## src/hw/rtl/tlnef_pkg.sv

```systemverilog
// ----------------------------------------------------------------------------
// tlnef_pkg: shared types and constants
// Payload structs, character codes and register indexes for the
// line-number / escape filter.
// ----------------------------------------------------------------------------
package tlnef_pkg;

	localparam int NUMBER_DIGITS_DEF = 6;
	localparam int QUEUE_DEPTH       = 2;

	localparam int CFG_IDX_W  = 3;
	localparam int CFG_DATA_W = 2;

	localparam logic [CFG_IDX_W-1:0] CFG_NUMBER_MODE      = 3'd0;
	localparam logic [CFG_IDX_W-1:0] CFG_SQUEEZE_BLANK    = 3'd1;
	localparam logic [CFG_IDX_W-1:0] CFG_SHOW_ENDS        = 3'd2;
	localparam logic [CFG_IDX_W-1:0] CFG_SHOW_TABS        = 3'd3;
	localparam logic [CFG_IDX_W-1:0] CFG_SHOW_NONPRINTING = 3'd4;

	localparam logic [7:0] CH_TAB    = 8'h09;
	localparam logic [7:0] CH_LF     = 8'h0A;
	localparam logic [7:0] CH_SPACE  = 8'h20;
	localparam logic [7:0] CH_DOLLAR = 8'h24;
	localparam logic [7:0] CH_DASH   = 8'h2D;
	localparam logic [7:0] CH_ZERO   = 8'h30;
	localparam logic [7:0] CH_QUEST  = 8'h3F;
	localparam logic [7:0] CH_CTRL   = 8'h40;
	localparam logic [7:0] CH_I      = 8'h49;
	localparam logic [7:0] CH_M      = 8'h4D;
	localparam logic [7:0] CH_CARET  = 8'h5E;
	localparam logic [7:0] CH_DEL    = 8'h7F;
	localparam logic [7:0] CH_PRINT  = 8'h20;

	typedef struct packed {
		logic [7:0] in_byte;
		logic       file_start;
	} in_item_t;

	typedef struct packed {
		logic [7:0] out_byte;
		logic       last;
	} out_item_t;

	// classified byte: what the back end has to emit besides the number
	typedef struct packed {
		logic       num;      // emit line number field and tab
		logic       m_pfx;    // emit "M-"
		logic       has_pre;  // emit pre before main
		logic [7:0] pre;
		logic [7:0] main;
	} chr_t;

endpackage

```

## src/hw/rtl/tlnef_queue.sv

```systemverilog
// ----------------------------------------------------------------------------
// tlnef_queue: small register FIFO
// Decouples the classifying front end from the expanding back end.
// ----------------------------------------------------------------------------
module tlnef_queue #(
	parameter int W     = 8,
	parameter int DEPTH = 2
) (
	input  logic         clk,
	input  logic         arst_n,
	input  logic         push,
	input  logic [W-1:0] wdata,
	input  logic         pop,
	output logic [W-1:0] rdata,
	output logic         full,
	output logic         nonempty
);
	localparam int PW = (DEPTH > 1) ? $clog2(DEPTH) : 1;
	localparam int CW = $clog2(DEPTH + 1);

	logic [W-1:0]  mem_q [DEPTH];
	logic [PW-1:0] wr_ptr_q;
	logic [PW-1:0] rd_ptr_q;
	logic [CW-1:0] cnt_q;

	assign full     = (cnt_q == CW'(DEPTH));
	assign nonempty = (cnt_q != '0);
	assign rdata    = mem_q[rd_ptr_q];

	always_ff @(posedge clk or negedge arst_n) begin
		if (!arst_n) begin
			wr_ptr_q <= '0;
			rd_ptr_q <= '0;
			cnt_q    <= '0;
		end else begin
			if (push) begin
				wr_ptr_q <= (wr_ptr_q == PW'(DEPTH - 1)) ? '0 : wr_ptr_q + 1'b1;
			end
			if (pop) begin
				rd_ptr_q <= (rd_ptr_q == PW'(DEPTH - 1)) ? '0 : rd_ptr_q + 1'b1;
			end
			if (push && !pop) begin
				cnt_q <= cnt_q + 1'b1;
			end else if (pop && !push) begin
				cnt_q <= cnt_q - 1'b1;
			end
		end
	end

	always_ff @(posedge clk) begin
		if (push) begin
			mem_q[wr_ptr_q] <= wdata;
		end
	end

endmodule

```

## src/hw/rtl/tlnef_front.sv

```systemverilog
// ----------------------------------------------------------------------------
// tlnef_front: input acceptance and byte classification
// Holds the configuration and line state, numbers lines and encodes each
// byte into a descriptor for the back end.
// ----------------------------------------------------------------------------
module tlnef_front #(
	parameter int NUMBER_DIGITS = 6
) (
	input  logic                                  clk,
	input  logic                                  arst_n,
	input  logic                                  cfg_we,
	input  logic [tlnef_pkg::CFG_IDX_W-1:0]       cfg_idx,
	input  logic [tlnef_pkg::CFG_DATA_W-1:0]      cfg_wdata,
	input  logic                                  in_valid,
	output logic                                  in_ready,
	input  tlnef_pkg::in_item_t                   in_data,
	input  logic                                  q_full,
	output logic                                  q_push,
	output tlnef_pkg::chr_t                       q_chr,
	output logic [4*NUMBER_DIGITS-1:0]            q_count
);
	import tlnef_pkg::*;

	localparam int CW = 4 * NUMBER_DIGITS;

	// saturating BCD increment
	function automatic logic [CW-1:0] bcd_inc(input logic [CW-1:0] v);
		logic [CW-1:0] r;
		logic          all_nines;
		logic          carry;
		r         = v;
		all_nines = 1'b1;
		carry     = 1'b1;
		for (int i = 0; i < NUMBER_DIGITS; i++) begin
			if (v[4*i +: 4] != 4'd9) all_nines = 1'b0;
		end
		for (int i = 0; i < NUMBER_DIGITS; i++) begin
			if (carry) begin
				if (v[4*i +: 4] >= 4'd9) begin
					r[4*i +: 4] = 4'd0;
				end else begin
					r[4*i +: 4] = v[4*i +: 4] + 4'd1;
					carry = 1'b0;
				end
			end
		end
		return all_nines ? v : r;
	endfunction

	logic [1:0]    number_mode_q;
	logic          squeeze_blank_q;
	logic          show_ends_q;
	logic          show_tabs_q;
	logic          show_np_q;
	logic [CW-1:0] count_q;
	logic          last_blank_q;
	logic          at_start_q;

	logic          accept;
	logic          line_start;
	logic          is_lf;
	logic          blank;
	logic          squeeze;
	logic          num;
	logic [7:0]    low;
	logic [CW-1:0] count_nxt;

	assign in_ready   = !q_full;
	assign accept     = in_valid && in_ready;
	assign line_start = in_data.file_start || at_start_q;
	assign is_lf      = (in_data.in_byte == CH_LF);
	assign blank      = is_lf && line_start;
	assign squeeze    = squeeze_blank_q && blank && last_blank_q;
	// mode 3 acts as mode 2
	assign num        = !squeeze && line_start && (number_mode_q != 2'd0)
		&& !(blank && number_mode_q[1]);
	assign count_nxt  = num ? bcd_inc(count_q) : count_q;

	assign q_push  = accept && !squeeze;
	assign q_count = count_nxt;

	always_comb begin
		q_chr         = '0;
		q_chr.num     = num;
		q_chr.m_pfx   = show_np_q && in_data.in_byte[7];
		low           = q_chr.m_pfx ? {1'b0, in_data.in_byte[6:0]} : in_data.in_byte;
		q_chr.main    = low;
		if (low == CH_LF) begin
			q_chr.has_pre = show_ends_q;
			q_chr.pre     = CH_DOLLAR;
		end else if (low == CH_TAB) begin
			q_chr.has_pre = show_tabs_q;
			q_chr.pre     = CH_CARET;
			q_chr.main    = show_tabs_q ? CH_I : CH_TAB;
		end else if (show_np_q && low == CH_DEL) begin
			q_chr.has_pre = 1'b1;
			q_chr.pre     = CH_CARET;
			q_chr.main    = CH_QUEST;
		end else if (show_np_q && low < CH_PRINT) begin
			q_chr.has_pre = 1'b1;
			q_chr.pre     = CH_CARET;
			q_chr.main    = low + CH_CTRL;
		end
	end

	always_ff @(posedge clk or negedge arst_n) begin
		if (!arst_n) begin
			number_mode_q   <= '0;
			squeeze_blank_q <= 1'b0;
			show_ends_q     <= 1'b0;
			show_tabs_q     <= 1'b0;
			show_np_q       <= 1'b0;
			count_q         <= '0;
			last_blank_q    <= 1'b0;
			at_start_q      <= 1'b1;
		end else begin
			if (cfg_we) begin
				case (cfg_idx)
					CFG_NUMBER_MODE:      number_mode_q   <= cfg_wdata[1:0];
					CFG_SQUEEZE_BLANK:    squeeze_blank_q <= cfg_wdata[0];
					CFG_SHOW_ENDS:        show_ends_q     <= cfg_wdata[0];
					CFG_SHOW_TABS:        show_tabs_q     <= cfg_wdata[0];
					CFG_SHOW_NONPRINTING: show_np_q       <= cfg_wdata[0];
					default: ;
				endcase
			end
			if (accept) begin
				count_q    <= count_nxt;
				at_start_q <= is_lf;
				if (!squeeze) last_blank_q <= blank;
			end
		end
	end

endmodule

```

## src/hw/rtl/tlnef_back.sv

```systemverilog
// ----------------------------------------------------------------------------
// tlnef_back: output expansion
// Expands one descriptor into its output bytes, one per cycle unless the
// output stalls, into the output register.
// ----------------------------------------------------------------------------
module tlnef_back #(
	parameter int NUMBER_DIGITS = 6
) (
	input  logic                       clk,
	input  logic                       arst_n,
	input  logic                       q_valid,
	input  tlnef_pkg::chr_t            q_chr,
	input  logic [4*NUMBER_DIGITS-1:0] q_count,
	output logic                       q_pop,
	output logic                       out_valid,
	input  logic                       out_ready,
	output tlnef_pkg::out_item_t       out_data
);
	import tlnef_pkg::*;

	localparam int CW = 4 * NUMBER_DIGITS;
	localparam int DW = (NUMBER_DIGITS > 1) ? $clog2(NUMBER_DIGITS) : 1;
	localparam logic [DW-1:0] DIG_TOP = DW'(NUMBER_DIGITS - 1);

	typedef enum logic [2:0] {
		PH_DIG,
		PH_TAB,
		PH_M,
		PH_DASH,
		PH_PRE,
		PH_MAIN
	} phase_t;

	logic          active_q;
	chr_t          job_chr_q;
	logic [CW-1:0] job_cnt_q;
	phase_t        phase_q;
	logic [DW-1:0] dig_q;
	logic          seen_q;
	logic          out_valid_q;
	out_item_t     out_q;

	chr_t          src_chr;
	logic [CW-1:0] src_cnt;
	phase_t        start_ph;
	phase_t        cur_ph;
	phase_t        nxt_ph;
	phase_t        chr_ph;
	logic [DW-1:0] cur_dig;
	logic          cur_seen;
	logic [3:0]    digit;
	logic          show;
	logic          load;
	logic          emit;
	logic          is_last;
	logic [7:0]    byte_nxt;

	assign src_chr  = active_q ? job_chr_q : q_chr;
	assign src_cnt  = active_q ? job_cnt_q : q_count;
	assign chr_ph   = src_chr.m_pfx ? PH_M : (src_chr.has_pre ? PH_PRE : PH_MAIN);
	assign start_ph = src_chr.num ? PH_DIG : chr_ph;
	assign cur_ph   = active_q ? phase_q : start_ph;
	assign cur_dig  = active_q ? dig_q : DIG_TOP;
	assign cur_seen = active_q && seen_q;
	assign digit    = src_cnt[4*cur_dig +: 4];
	assign show     = cur_seen || (digit != 4'd0) || (cur_dig == '0);
	assign load     = !out_valid_q || out_ready;
	assign emit     = load && (active_q || q_valid);
	assign is_last  = (cur_ph == PH_MAIN);
	assign q_pop    = emit && !active_q;

	assign out_valid = out_valid_q;
	assign out_data  = out_q;

	always_comb begin
		case (cur_ph)
			PH_DIG: begin
				byte_nxt = show ? (CH_ZERO + {4'd0, digit}) : CH_SPACE;
				nxt_ph   = (cur_dig == '0) ? PH_TAB : PH_DIG;
			end
			PH_TAB: begin
				byte_nxt = CH_TAB;
				nxt_ph   = chr_ph;
			end
			PH_M: begin
				byte_nxt = CH_M;
				nxt_ph   = PH_DASH;
			end
			PH_DASH: begin
				byte_nxt = CH_DASH;
				nxt_ph   = src_chr.has_pre ? PH_PRE : PH_MAIN;
			end
			PH_PRE: begin
				byte_nxt = src_chr.pre;
				nxt_ph   = PH_MAIN;
			end
			PH_MAIN: begin
				byte_nxt = src_chr.main;
				nxt_ph   = PH_MAIN;
			end
			default: begin
				byte_nxt = src_chr.main;
				nxt_ph   = PH_MAIN;
			end
		endcase
	end

	always_ff @(posedge clk or negedge arst_n) begin
		if (!arst_n) begin
			active_q    <= 1'b0;
			job_chr_q   <= '0;
			job_cnt_q   <= '0;
			phase_q     <= PH_MAIN;
			dig_q       <= '0;
			seen_q      <= 1'b0;
			out_valid_q <= 1'b0;
			out_q       <= '0;
		end else if (emit) begin
			out_valid_q    <= 1'b1;
			out_q.out_byte <= byte_nxt;
			out_q.last     <= is_last;
			active_q       <= !is_last;
			phase_q        <= nxt_ph;
			dig_q          <= (cur_dig == '0) ? cur_dig : cur_dig - 1'b1;
			seen_q         <= show && (cur_ph == PH_DIG);
			if (!active_q) begin
				job_chr_q <= q_chr;
				job_cnt_q <= q_count;
			end
		end else if (out_ready) begin
			out_valid_q <= 1'b0;
		end
	end

endmodule

```

## src/hw/rtl/text_line_number_escape_filter_top.sv

```systemverilog
// ----------------------------------------------------------------------------
// text_line_number_escape_filter_top: line numbering and escape filter
// Formats a text byte stream with optional line numbers, blank-line
// squeezing and caret / M- notation.
// ----------------------------------------------------------------------------
// Usage:
//   Input channel (in_valid/in_ready/in_data) carries one text byte per
//   transaction, with file_start set on the first byte of each file.
//   Output channel (out_valid/out_ready/out_data) carries one formatted byte
//   per transaction; last marks the final byte produced by an input byte.
//   A squeezed blank line produces no output transaction at all.
//   Configuration: cfg_we/cfg_idx/cfg_wdata write the five option registers
//   (0 number mode, 1 squeeze, 2 show ends, 3 show tabs, 4 nonprinting);
//   write only while the filter is idle.
//   Each input byte passes through the descriptor queue and then the output
//   register before its first output byte is presented.
//   Throughput: one output byte per cycle unless the output stalls; an input
//   byte expands to 1 to NUMBER_DIGITS+5 output bytes, set by the expansion
//   sequencer in the back end. Plain bytes stream at one per cycle while unstalled.
//   A two-entry queue between classifier and expander lets input continue
//   while the output is stalled; when it fills, in_ready drops.
//   Reset clears options, line count, blank mark and sets the line start.
// ----------------------------------------------------------------------------
module text_line_number_escape_filter_top #(
	parameter int NUMBER_DIGITS = tlnef_pkg::NUMBER_DIGITS_DEF
) (
	input  logic                             clk,
	input  logic                             arst_n,
	input  logic                             cfg_we,
	input  logic [tlnef_pkg::CFG_IDX_W-1:0]  cfg_idx,
	input  logic [tlnef_pkg::CFG_DATA_W-1:0] cfg_wdata,
	input  logic                             in_valid,
	output logic                             in_ready,
	input  tlnef_pkg::in_item_t              in_data,
	output logic                             out_valid,
	input  logic                             out_ready,
	output tlnef_pkg::out_item_t             out_data
);
	import tlnef_pkg::*;

	localparam int CW = 4 * NUMBER_DIGITS;
	localparam int QW = CW + $bits(chr_t);

	logic          q_push;
	logic          q_pop;
	logic          q_full;
	logic          q_nonempty;
	chr_t          f_chr;
	logic [CW-1:0] f_count;
	chr_t          b_chr;
	logic [CW-1:0] b_count;
	logic [QW-1:0] q_rdata;

	// front: accepts and classifies bytes, keeps line state
	tlnef_front #(
		.NUMBER_DIGITS(NUMBER_DIGITS)
	) u_front (
		.clk      (clk),
		.arst_n   (arst_n),
		.cfg_we   (cfg_we),
		.cfg_idx  (cfg_idx),
		.cfg_wdata(cfg_wdata),
		.in_valid (in_valid),
		.in_ready (in_ready),
		.in_data  (in_data),
		.q_full   (q_full),
		.q_push   (q_push),
		.q_chr    (f_chr),
		.q_count  (f_count)
	);

	// descriptor queue
	tlnef_queue #(
		.W    (QW),
		.DEPTH(QUEUE_DEPTH)
	) u_queue (
		.clk     (clk),
		.arst_n  (arst_n),
		.push    (q_push),
		.wdata   ({f_chr, f_count}),
		.pop     (q_pop),
		.rdata   (q_rdata),
		.full    (q_full),
		.nonempty(q_nonempty)
	);

	assign b_chr   = chr_t'(q_rdata[QW-1:CW]);
	assign b_count = q_rdata[CW-1:0];

	// back: expands descriptors into output bytes
	tlnef_back #(
		.NUMBER_DIGITS(NUMBER_DIGITS)
	) u_back (
		.clk      (clk),
		.arst_n   (arst_n),
		.q_valid  (q_nonempty),
		.q_chr    (b_chr),
		.q_count  (b_count),
		.q_pop    (q_pop),
		.out_valid(out_valid),
		.out_ready(out_ready),
		.out_data (out_data)
	);

	// no push into a full queue
	a_no_overflow: assert property (@(posedge clk) disable iff (!arst_n)
		q_push |-> !q_full)
		else $error("queue overflow");

	// no pop from an empty queue
	a_no_underflow: assert property (@(posedge clk) disable iff (!arst_n)
		q_pop |-> q_nonempty)
		else $error("queue underflow");

	// back end only takes a descriptor when the output slot frees up
	a_pop_on_slot: assert property (@(posedge clk) disable iff (!arst_n)
		q_pop |-> (out_ready || !out_valid))
		else $error("pop while output stalled");

	// a popped descriptor always yields a byte in the output register
	a_pop_emits: assert property (@(posedge clk) disable iff (!arst_n)
		q_pop |=> out_valid)
		else $error("pop without output");

endmodule

```

## config.mk

```make
export PLATFORM = sky130hd
export DESIGN_NAME = text_line_number_escape_filter_top
export DESIGN_NICKNAME = d
export VERILOG_FILES = /design/src/hw/rtl/tlnef_pkg.sv /design/src/hw/rtl/tlnef_queue.sv /design/src/hw/rtl/tlnef_front.sv /design/src/hw/rtl/tlnef_back.sv /design/src/hw/rtl/text_line_number_escape_filter_top.sv
export SDC_FILE = /design/constraint.sdc
export NUM_CORES = 1
export LEC_CHECK = 0
export BUFFER_PORTS_ARGS = -buffer_cell sky130_fd_sc_hd__buf_2
export CAP_MARGIN = 20
export CORE_MARGIN = 2
export CORE_UTILIZATION = 40
export DETAILED_ROUTE_END_ITERATION = 7
export PLACE_DENSITY = 0.65
export SLEW_MARGIN = 20
export SYNTH_ARGS = -nofsm -noshare
export SYNTH_HDL_FRONTEND = slang
export SYNTH_HIERARCHICAL = 1
export SYNTH_SLANG_ARGS = --single-unit
```

## constraint.sdc

```tcl
create_clock -name clk -period 4.2 [get_ports clk]
set_clock_uncertainty 0.05 [all_clocks]
set_input_delay 0.84 -clock clk [delete_from_list [all_inputs] [get_ports clk]]
set_output_delay 0.84 -clock clk [all_outputs]
set_load 0.02 [all_outputs]
```

==> impl_metrics.env, run 1 <==
export IMPL_synth_compound_area_share_pct=9.57
export IMPL_synthSimpleGateAreaFrac_pct=14.1
export IMPL_synth_mux_area_share_pct=13.9
export IMPL_wl_per_cell_microns=16.7
export IMPL_grt_pass1_vias=5530
export IMPL_worst_pin_slew_ps=916
export IMPL_dp_hpwl_microns=12700
export IMPL_nNetsFinal=829
export IMPL_startpoint="u_queue/cnt_q[0]"
export IMPL_status="complete, no violations"
export IMPL_setup_viol=0
export IMPL_synth_ff_type="dfrtp_1"
export IMPL_chipHeight_microns=156
export IMPL_peakVddDrop_mv=0.334
export IMPL_grt_use_met3_pct=2.82
export IMPL_post_cts_buffers=0
export IMPL_antenna_found_initial=0
export IMPL_drv_cap=0
export IMPL_clockRootBuffer="clkbuf_16"
export IMPL_grt_use_met1_pct=22.8
export IMPL_cts_hold_buf=0
export IMPL_p_sw_mw=2.28
export IMPL_maxSlewViolCount=0
export IMPL_p_sw_share_pct=34.4
export IMPL_cts_buffer_depth=2
export IMPL_async_flop_share_pct=52.7
export IMPL_synthTopCellsByArea="edfxtp_1 28%, dfrtp_1 25%, mux2_4 6.5%, nand2_1 4.7%, ha_1 3.2%"
export IMPL_power_density_nw_per_um2=655
export IMPL_drtAntennaViolNets=0
export IMPL_combPwrFrac_pct=34.1
export IMPL_busiest_layer="met2"
export IMPL_synthCells=769
export IMPL_power_mw=6.62
export IMPL_overflow=0
export IMPL_path_class="reg2reg"
export IMPL_gp_congestion=0.848
export IMPL_drc=0
export IMPL_r2r_start="u_queue/cnt_q[0]"
export IMPL_synth_area_sq_um=9270
export IMPL_core_region_area_sq_um=22700
export IMPL_ys_seq_area_share_pct=53.8
export IMPL_final_area_sq_um=10100
export IMPL_p_leak_nw=4.20
export IMPL_grt_max_degree=57
export IMPL_synth_cell_types=88
export IMPL_cts_made_buffers=17
export IMPL_synth_top_family_by_area="simple AND/OR/NAND/NOR gates"
export IMPL_portBuffers=29
export IMPL_yosysTopAreaCell="edfxtp_1"
export IMPL_die_area_sq_um=24400
export IMPL_cts_tree="yes"
export IMPL_initial_core_util_pct=40.8
export IMPL_rsz0062_at_grt="false"
export IMPL_fin_crit_ps=2830
export IMPL_detailed_place_area_sq_um=9530
export IMPL_cp_required_ps=4460
export IMPL_critPathCaptureType="flop"
export IMPL_grt_pass1_wl_microns=29400
export IMPL_synth_edff_count=86
export IMPL_yosys_area_top_type_share_pct=27.9
export IMPL_synth_xor_area_share_pct=0.472
export IMPL_num_rows=55
export IMPL_relSlewSlack_pct=37.4
export IMPL_ios=30
export IMPL_finalNonFillerCells=1084
export IMPL_die_x_microns=156
export IMPL_synth_seq_cells=182
export IMPL_avgSynthCellArea_sq_um=12.1
export IMPL_area_growth_pct=9.10
export IMPL_vias=5798
export IMPL_fmaxAchievable_mhz=353
export IMPL_drive_gt1_share_pct=21.5
export IMPL_diodes=0
export IMPL_cts_resized=0
export IMPL_layout_worst_path_cycle_share_pct=67.4
export IMPL_seqPwrFrac_pct=42.1
export IMPL_yosys_warnings=6
export IMPL_clock_power_share_pct=23.8
export IMPL_dp_cells=1052
export IMPL_grtUsageMet2_pct=22.8
export IMPL_p_int_mw=4.35
export IMPL_hp_class="in2async"
export IMPL_clock_latency_ps=430
export IMPL_clkTransAtPathRegs_ps=70
export IMPL_clock_sink_count=182
export IMPL_critPathArrivalTime_ps=3090
export IMPL_drt_wl_total_microns=18000
export IMPL_tns_ps=0
export IMPL_critPathMaxFanout=43
export IMPL_synth_fa_ha_area_share_pct=3.24
export IMPL_dr_pass1_iters=4
export IMPL_rr_worst_depth=12
export IMPL_grt_usage_pct=15.5
export IMPL_critPathLaunchType="flop"
export IMPL_r2r_end="u_queue/cnt_q[1]"
export IMPL_via_per_inst=5.35
export IMPL_final_hold_viol_count=0
export IMPL_htree_levels=4
export IMPL_drtIter0Drc=413
export IMPL_reg2reg_slack_ps=1370
==> Yosys cell counts (all sizes together) (4+ instances only) <==
cell / instances
nor2: 42
mux2: 81
nor2b: 10
ha: 24
a22o: 5
or3b: 5
nand2: 117
clkbuf: 8
and2: 12
inv: 28
edfxtp: 86
o31ai: 7
nor4: 4
o21ai: 31
a31oi: 5
a21oi: 29
o22ai: 11
nor3: 7
mux2i: 16
nand3b: 6
xor2: 4
nand2b: 6
nand4: 5
buf: 34
dfrtp: 93
nand3: 23
a21o: 4
==> stage by stage <==
step	setup slack, ps	hold WS [ps]	utilization [%]
2_1_floorplan	214	388	-
3_3_place_gp	1130	403	42.0
3_5_place_dp	1060	408	42.0
4_1_cts	1360	371	44.5
5_1_grt	1070	394	44.5
6_report	1370	358	44.5
==> power groups by stage <==
stage	logic [mW]	clock network [mW]	registers [mW]
floorplan	1.92	0	2.72
global placement	2.24	0	2.81
detailed placement	2.26	0	2.83
CTS	2.27	1.62	2.79
global route	2.49	1.69	2.85
finish	2.26	1.58	2.79
==> worst max path at each step <==
stage / endpoint / slack (ps) / cells after the start
finish: u_queue/cnt_q[1] / 1370 / 12
global route: u_queue/cnt_q[1] / 1070 / 11
CTS: u_queue/cnt_q[1] / 1360 / 12
detailed placement: u_queue/mem_q[0][11] / 1060 / 7
global placement: u_queue/mem_q[0][14] / 1130 / 7
floorplan: u_queue/mem_q[0][0] / 210 / 5
==> cell type report <==
class | instances | area, sq um
fill | 2086 | 12600
sequential | 182 | 4990
multi-input combinational | 518 | 3850
clock buffer | 18 | 429
tap | 285 | 357
timing repair buffer | 39 | 235
clock inverter | 14 | 153
inverter | 28 | 105
==> registers in the layout, indices dropped and copies added (netlist names), 2 cells and up <==
| signal | flops |
|---|---|
| u_front/count_q | 24 |
| u_back/dig_q | 3 |
| u_queue/mem_q | 86 |
| u_back/out_data | 9 |
| u_back/phase_q | 3 |
| u_back/job_chr_q | 18 |
| u_back/job_cnt_q | 24 |
| u_queue/cnt_q | 2 |
| u_front/number_mode_q | 2 |
==> cells in the final DEF, fill, tap and decap left out, types with 5 or more instances in the layout <==
cell	instances
and2_1	7
nand3b_1	6
inv_1	26
nor3_1	6
ha_1	24
nor2b_1	8
nand2_1	116
o21ai_0	20
o21ai_2	6
buf_4	10
nor2_1	41
buf_2	28
edfxtp_1	86
a22o_1	5
nand2b_1	6
o21ai_1	5
mux2i_1	16
nand3_1	23
a21oi_1	25
o22ai_1	11
mux2_1	19
o31ai_1	7
clkbuf_16	17
mux2_4	40
nand4_1	5
mux2_2	22
a31oi_1	5
dfrtp_1	92
==> logic make-up after synthesis <==
kind of cell | after synthesis
adders and majority gates | 24
buffers and inverters | 70
AOI/OAI and AO/OA | 128
muxes | 100
and+or+nand+nor | 259
other | 1
xor gates and xnor gates | 5
DFF | 182
==> per-layer routing <==
layer | wire, microns | vias to the layer above
met5 | 0 | -
met4 | 331 | 0
met3 | 633 | 24
met2 | 7890 | 117
met1 | 9190 | 2843
li1 | - | 2814
==> critical path: stages, from the launching register on <==
cell,delay [ps]
dfrtp_1,420
or2_2,370
nor2_1,160
nor2b_2,60
buf_4,180
nand2_2,70
buf_4,430
inv_2,310
inv_1,140
ha_1,160
xor2_1,150
nor2_1,60
xor2_1,140
(Power assumes the default switching activity.)
==> run 2: changes to the inputs <==
--- a/config.mk
+++ b/config.mk
@@ -10,7 +10,7 @@
 export CORE_MARGIN = 2
 export CORE_UTILIZATION = 40
 export DETAILED_ROUTE_END_ITERATION = 7
-export PLACE_DENSITY = 0.65
+export PLACE_DENSITY = 0.67
 export SLEW_MARGIN = 20
 export SYNTH_ARGS = -nofsm -noshare
 export SYNTH_HDL_FRONTEND = slang
==> constraint.sdc (replaced) <==
create_clock -name clk -period 2.3 [get_ports clk]
set_clock_uncertainty 0.05 [all_clocks]
set_input_delay 0.46 -clock clk [delete_from_list [all_inputs] [get_ports clk]]
set_output_delay 0.46 -clock clk [all_outputs]
set_load 0.02 [all_outputs]
==> impl_metrics.env, run 2 (synthesis results as in run 1) <==
export IMPL_status="complete, no violations"
export IMPL_cts_buffer_depth=2
export IMPL_power_density_nw_per_um2=1170
export IMPL_initial_core_util_pct=40.8
export IMPL_hp_class="in2reg"
export IMPL_layout_worst_path_cycle_share_pct=98.0
export IMPL_path_buf_inv=1
export IMPL_via_per_inst=5.19
export IMPL_clock_sink_count=182
export IMPL_drive_gt1_share_pct=30.5
export IMPL_wl_per_cell_microns=16.1
export IMPL_dp_hpwl_microns=13400
export IMPL_clkTransAtPathRegs_ps=60
export IMPL_gp_congestion=0.858
export IMPL_p_sw_mw=4.23
export IMPL_p_leak_nw=4.60
export IMPL_largest_register_ff_count=86
export IMPL_htree_levels=4
export IMPL_grt_max_degree=49
export IMPL_fmaxAchievable_mhz=444
export IMPL_cts_made_buffers=17
export IMPL_critPathMaxFanout=4
export IMPL_worst_pin_slew_ps=566
export IMPL_clock_power_share_pct=23.6
export IMPL_setup_viol=0
export IMPL_grt_usage_pct=15.9
export IMPL_num_rows=55
export IMPL_grt_pass1_vias=5836
export IMPL_drc=0
export IMPL_p_sw_share_pct=33.3
export IMPL_max_stage_delay_ps=450
export IMPL_largestRegisters="u_queue/mem_q x86, u_back/job_cnt_q x24, u_front/count_q x24"
export IMPL_area_growth_pct=17.3
export IMPL_combPwrFrac_pct=37.1
export IMPL_path_class="reg2reg"
export IMPL_critPathLaunchType="flop"
export IMPL_clockRootBuffer="clkbuf_16"
export IMPL_ios=30
export IMPL_rsz0062_at_grt="true"
export IMPL_reg2reg_slack_ps=50
export IMPL_power_mw=12.7
export IMPL_nNetsFinal=904
export IMPL_cp_required_ps=2410
export IMPL_dr_pass1_iters=5
export IMPL_antenna_found_initial=0
export IMPL_layout_common_cells="116 x nand2_1, 91 x dfrtp_1, 86 x edfxtp_1, 81 x buf_4, 42 x mux2_4"
export IMPL_seqPwrFrac_pct=39.3
export IMPL_final_common_cell="nand2_1"
export IMPL_peakVddDrop_mv=0.543
export IMPL_drtAntennaViolNets=0
export IMPL_drt_wl_total_microns=18700
export IMPL_detailed_place_area_sq_um=10100
export IMPL_final_area_sq_um=10900
export IMPL_portBuffers=29
export IMPL_die_x_microns=156
export IMPL_drv_cap=0
export IMPL_chipHeight_microns=156
export IMPL_clock_latency_ps=420
export IMPL_relSlewSlack_pct=61.8
export IMPL_critPathCaptureType="flop"
export IMPL_maxSlewViolCount=0
export IMPL_drtIter0Drc=351
export IMPL_top_register="u_queue/mem_q"
export IMPL_diodes=0
export IMPL_overflow=0
export IMPL_vias=6015
export IMPL_p_int_mw=8.49
export IMPL_final_hold_viol_count=0
export IMPL_cts_tree="yes"
export IMPL_die_area_sq_um=24400
export IMPL_fin_crit_ps=2250
export IMPL_slowest_stage="or4b_1"
export IMPL_grt_pass1_wl_microns=30600
export IMPL_core_region_area_sq_um=22700
export IMPL_path_cells="nand2b_4, ha_1, or4b_1, or3_4, buf_4, nor2_1, o31ai_2"
export IMPL_critPathArrivalTime_ps=2370
export IMPL_path_delay_family="simple AND/OR/NAND/NOR gates"
==> run 2: worst paths after layout <==
path	from	to	cells past startpoint
worst max-delay path	u_front/show_np_q	u_queue/mem_q[1][40]	7
worst min-delay path	in_data[3]	u_queue/mem_q[1][26]	1
worst max register to register	u_front/show_np_q	u_queue/mem_q[1][40]	7
worst min register to register	u_back/job_cnt_q[8]	u_back/job_cnt_q[8]	2
max in group asynchronous	arst_n	u_back/phase_q[0]	3
min in group asynchronous	arst_n	u_back/job_cnt_q[14]	2
==> run 2: layout make-up <==
type,instances,area [sq um]
clock buffer,19,443
clock inverter,13,171
fill,2011,11800
inverter,28,105
multi-input combinational,518,3970
sequential,182,4990
tap,285,357
timing repair buffer,114,838
==> run 2: power by group through the flow <==
| stage | sequential [mW] | clock [mW] | combinational [mW] |
|---|---|---|---|
| 2_1_floorplan | 4.96 | 0 | 3.52 |
| 3_3_place_gp | 5.02 | 0 | 4.60 |
| 3_5_place_dp | 5.06 | 0 | 4.65 |
| 4_1_cts | 5.00 | 3.08 | 4.68 |
| 5_1_grt | 5.12 | 3.21 | 5.19 |
| 6_report | 5.00 | 3.00 | 4.72 |
==> run 2: metrics by stage <==
stage | setup slack (ps) | utilization [%] | instances | hold slack, ps | setup TNS [ps]
5_1_grt | -36.6 | 47.9 | 1159 | 218 | -185
3_3_place_gp | -56.2 | 44.4 | 1118 | 381 | -104
3_5_place_dp | -68.2 | 44.4 | 1118 | 386 | -268
4_1_cts | 4.22 | 47.1 | 1151 | 207 | 0
6_report | 46.1 | 47.9 | 1159 | 226 | 0
2_1_floorplan | 11.4 | - | 770 | 114 | 0
==> run 2: per-layer routing <==
metal	vias up	track usage (%)	wire, microns
li1	2958	-	-
met1	2944	22.3	8990
met2	101	25.3	8980
met3	12	3.16	559
met4	0	3.80	172
met5	-	0	0
==> run 2: what timing repair did <==
item	4_1_cts	5_1_grt
resized for setup	1	31
hold endpoints to repair	28	0
hold buffers	1	0
endpoints found under the setup margin	1	49
buffers inserted	0	8
pin swaps	0	10
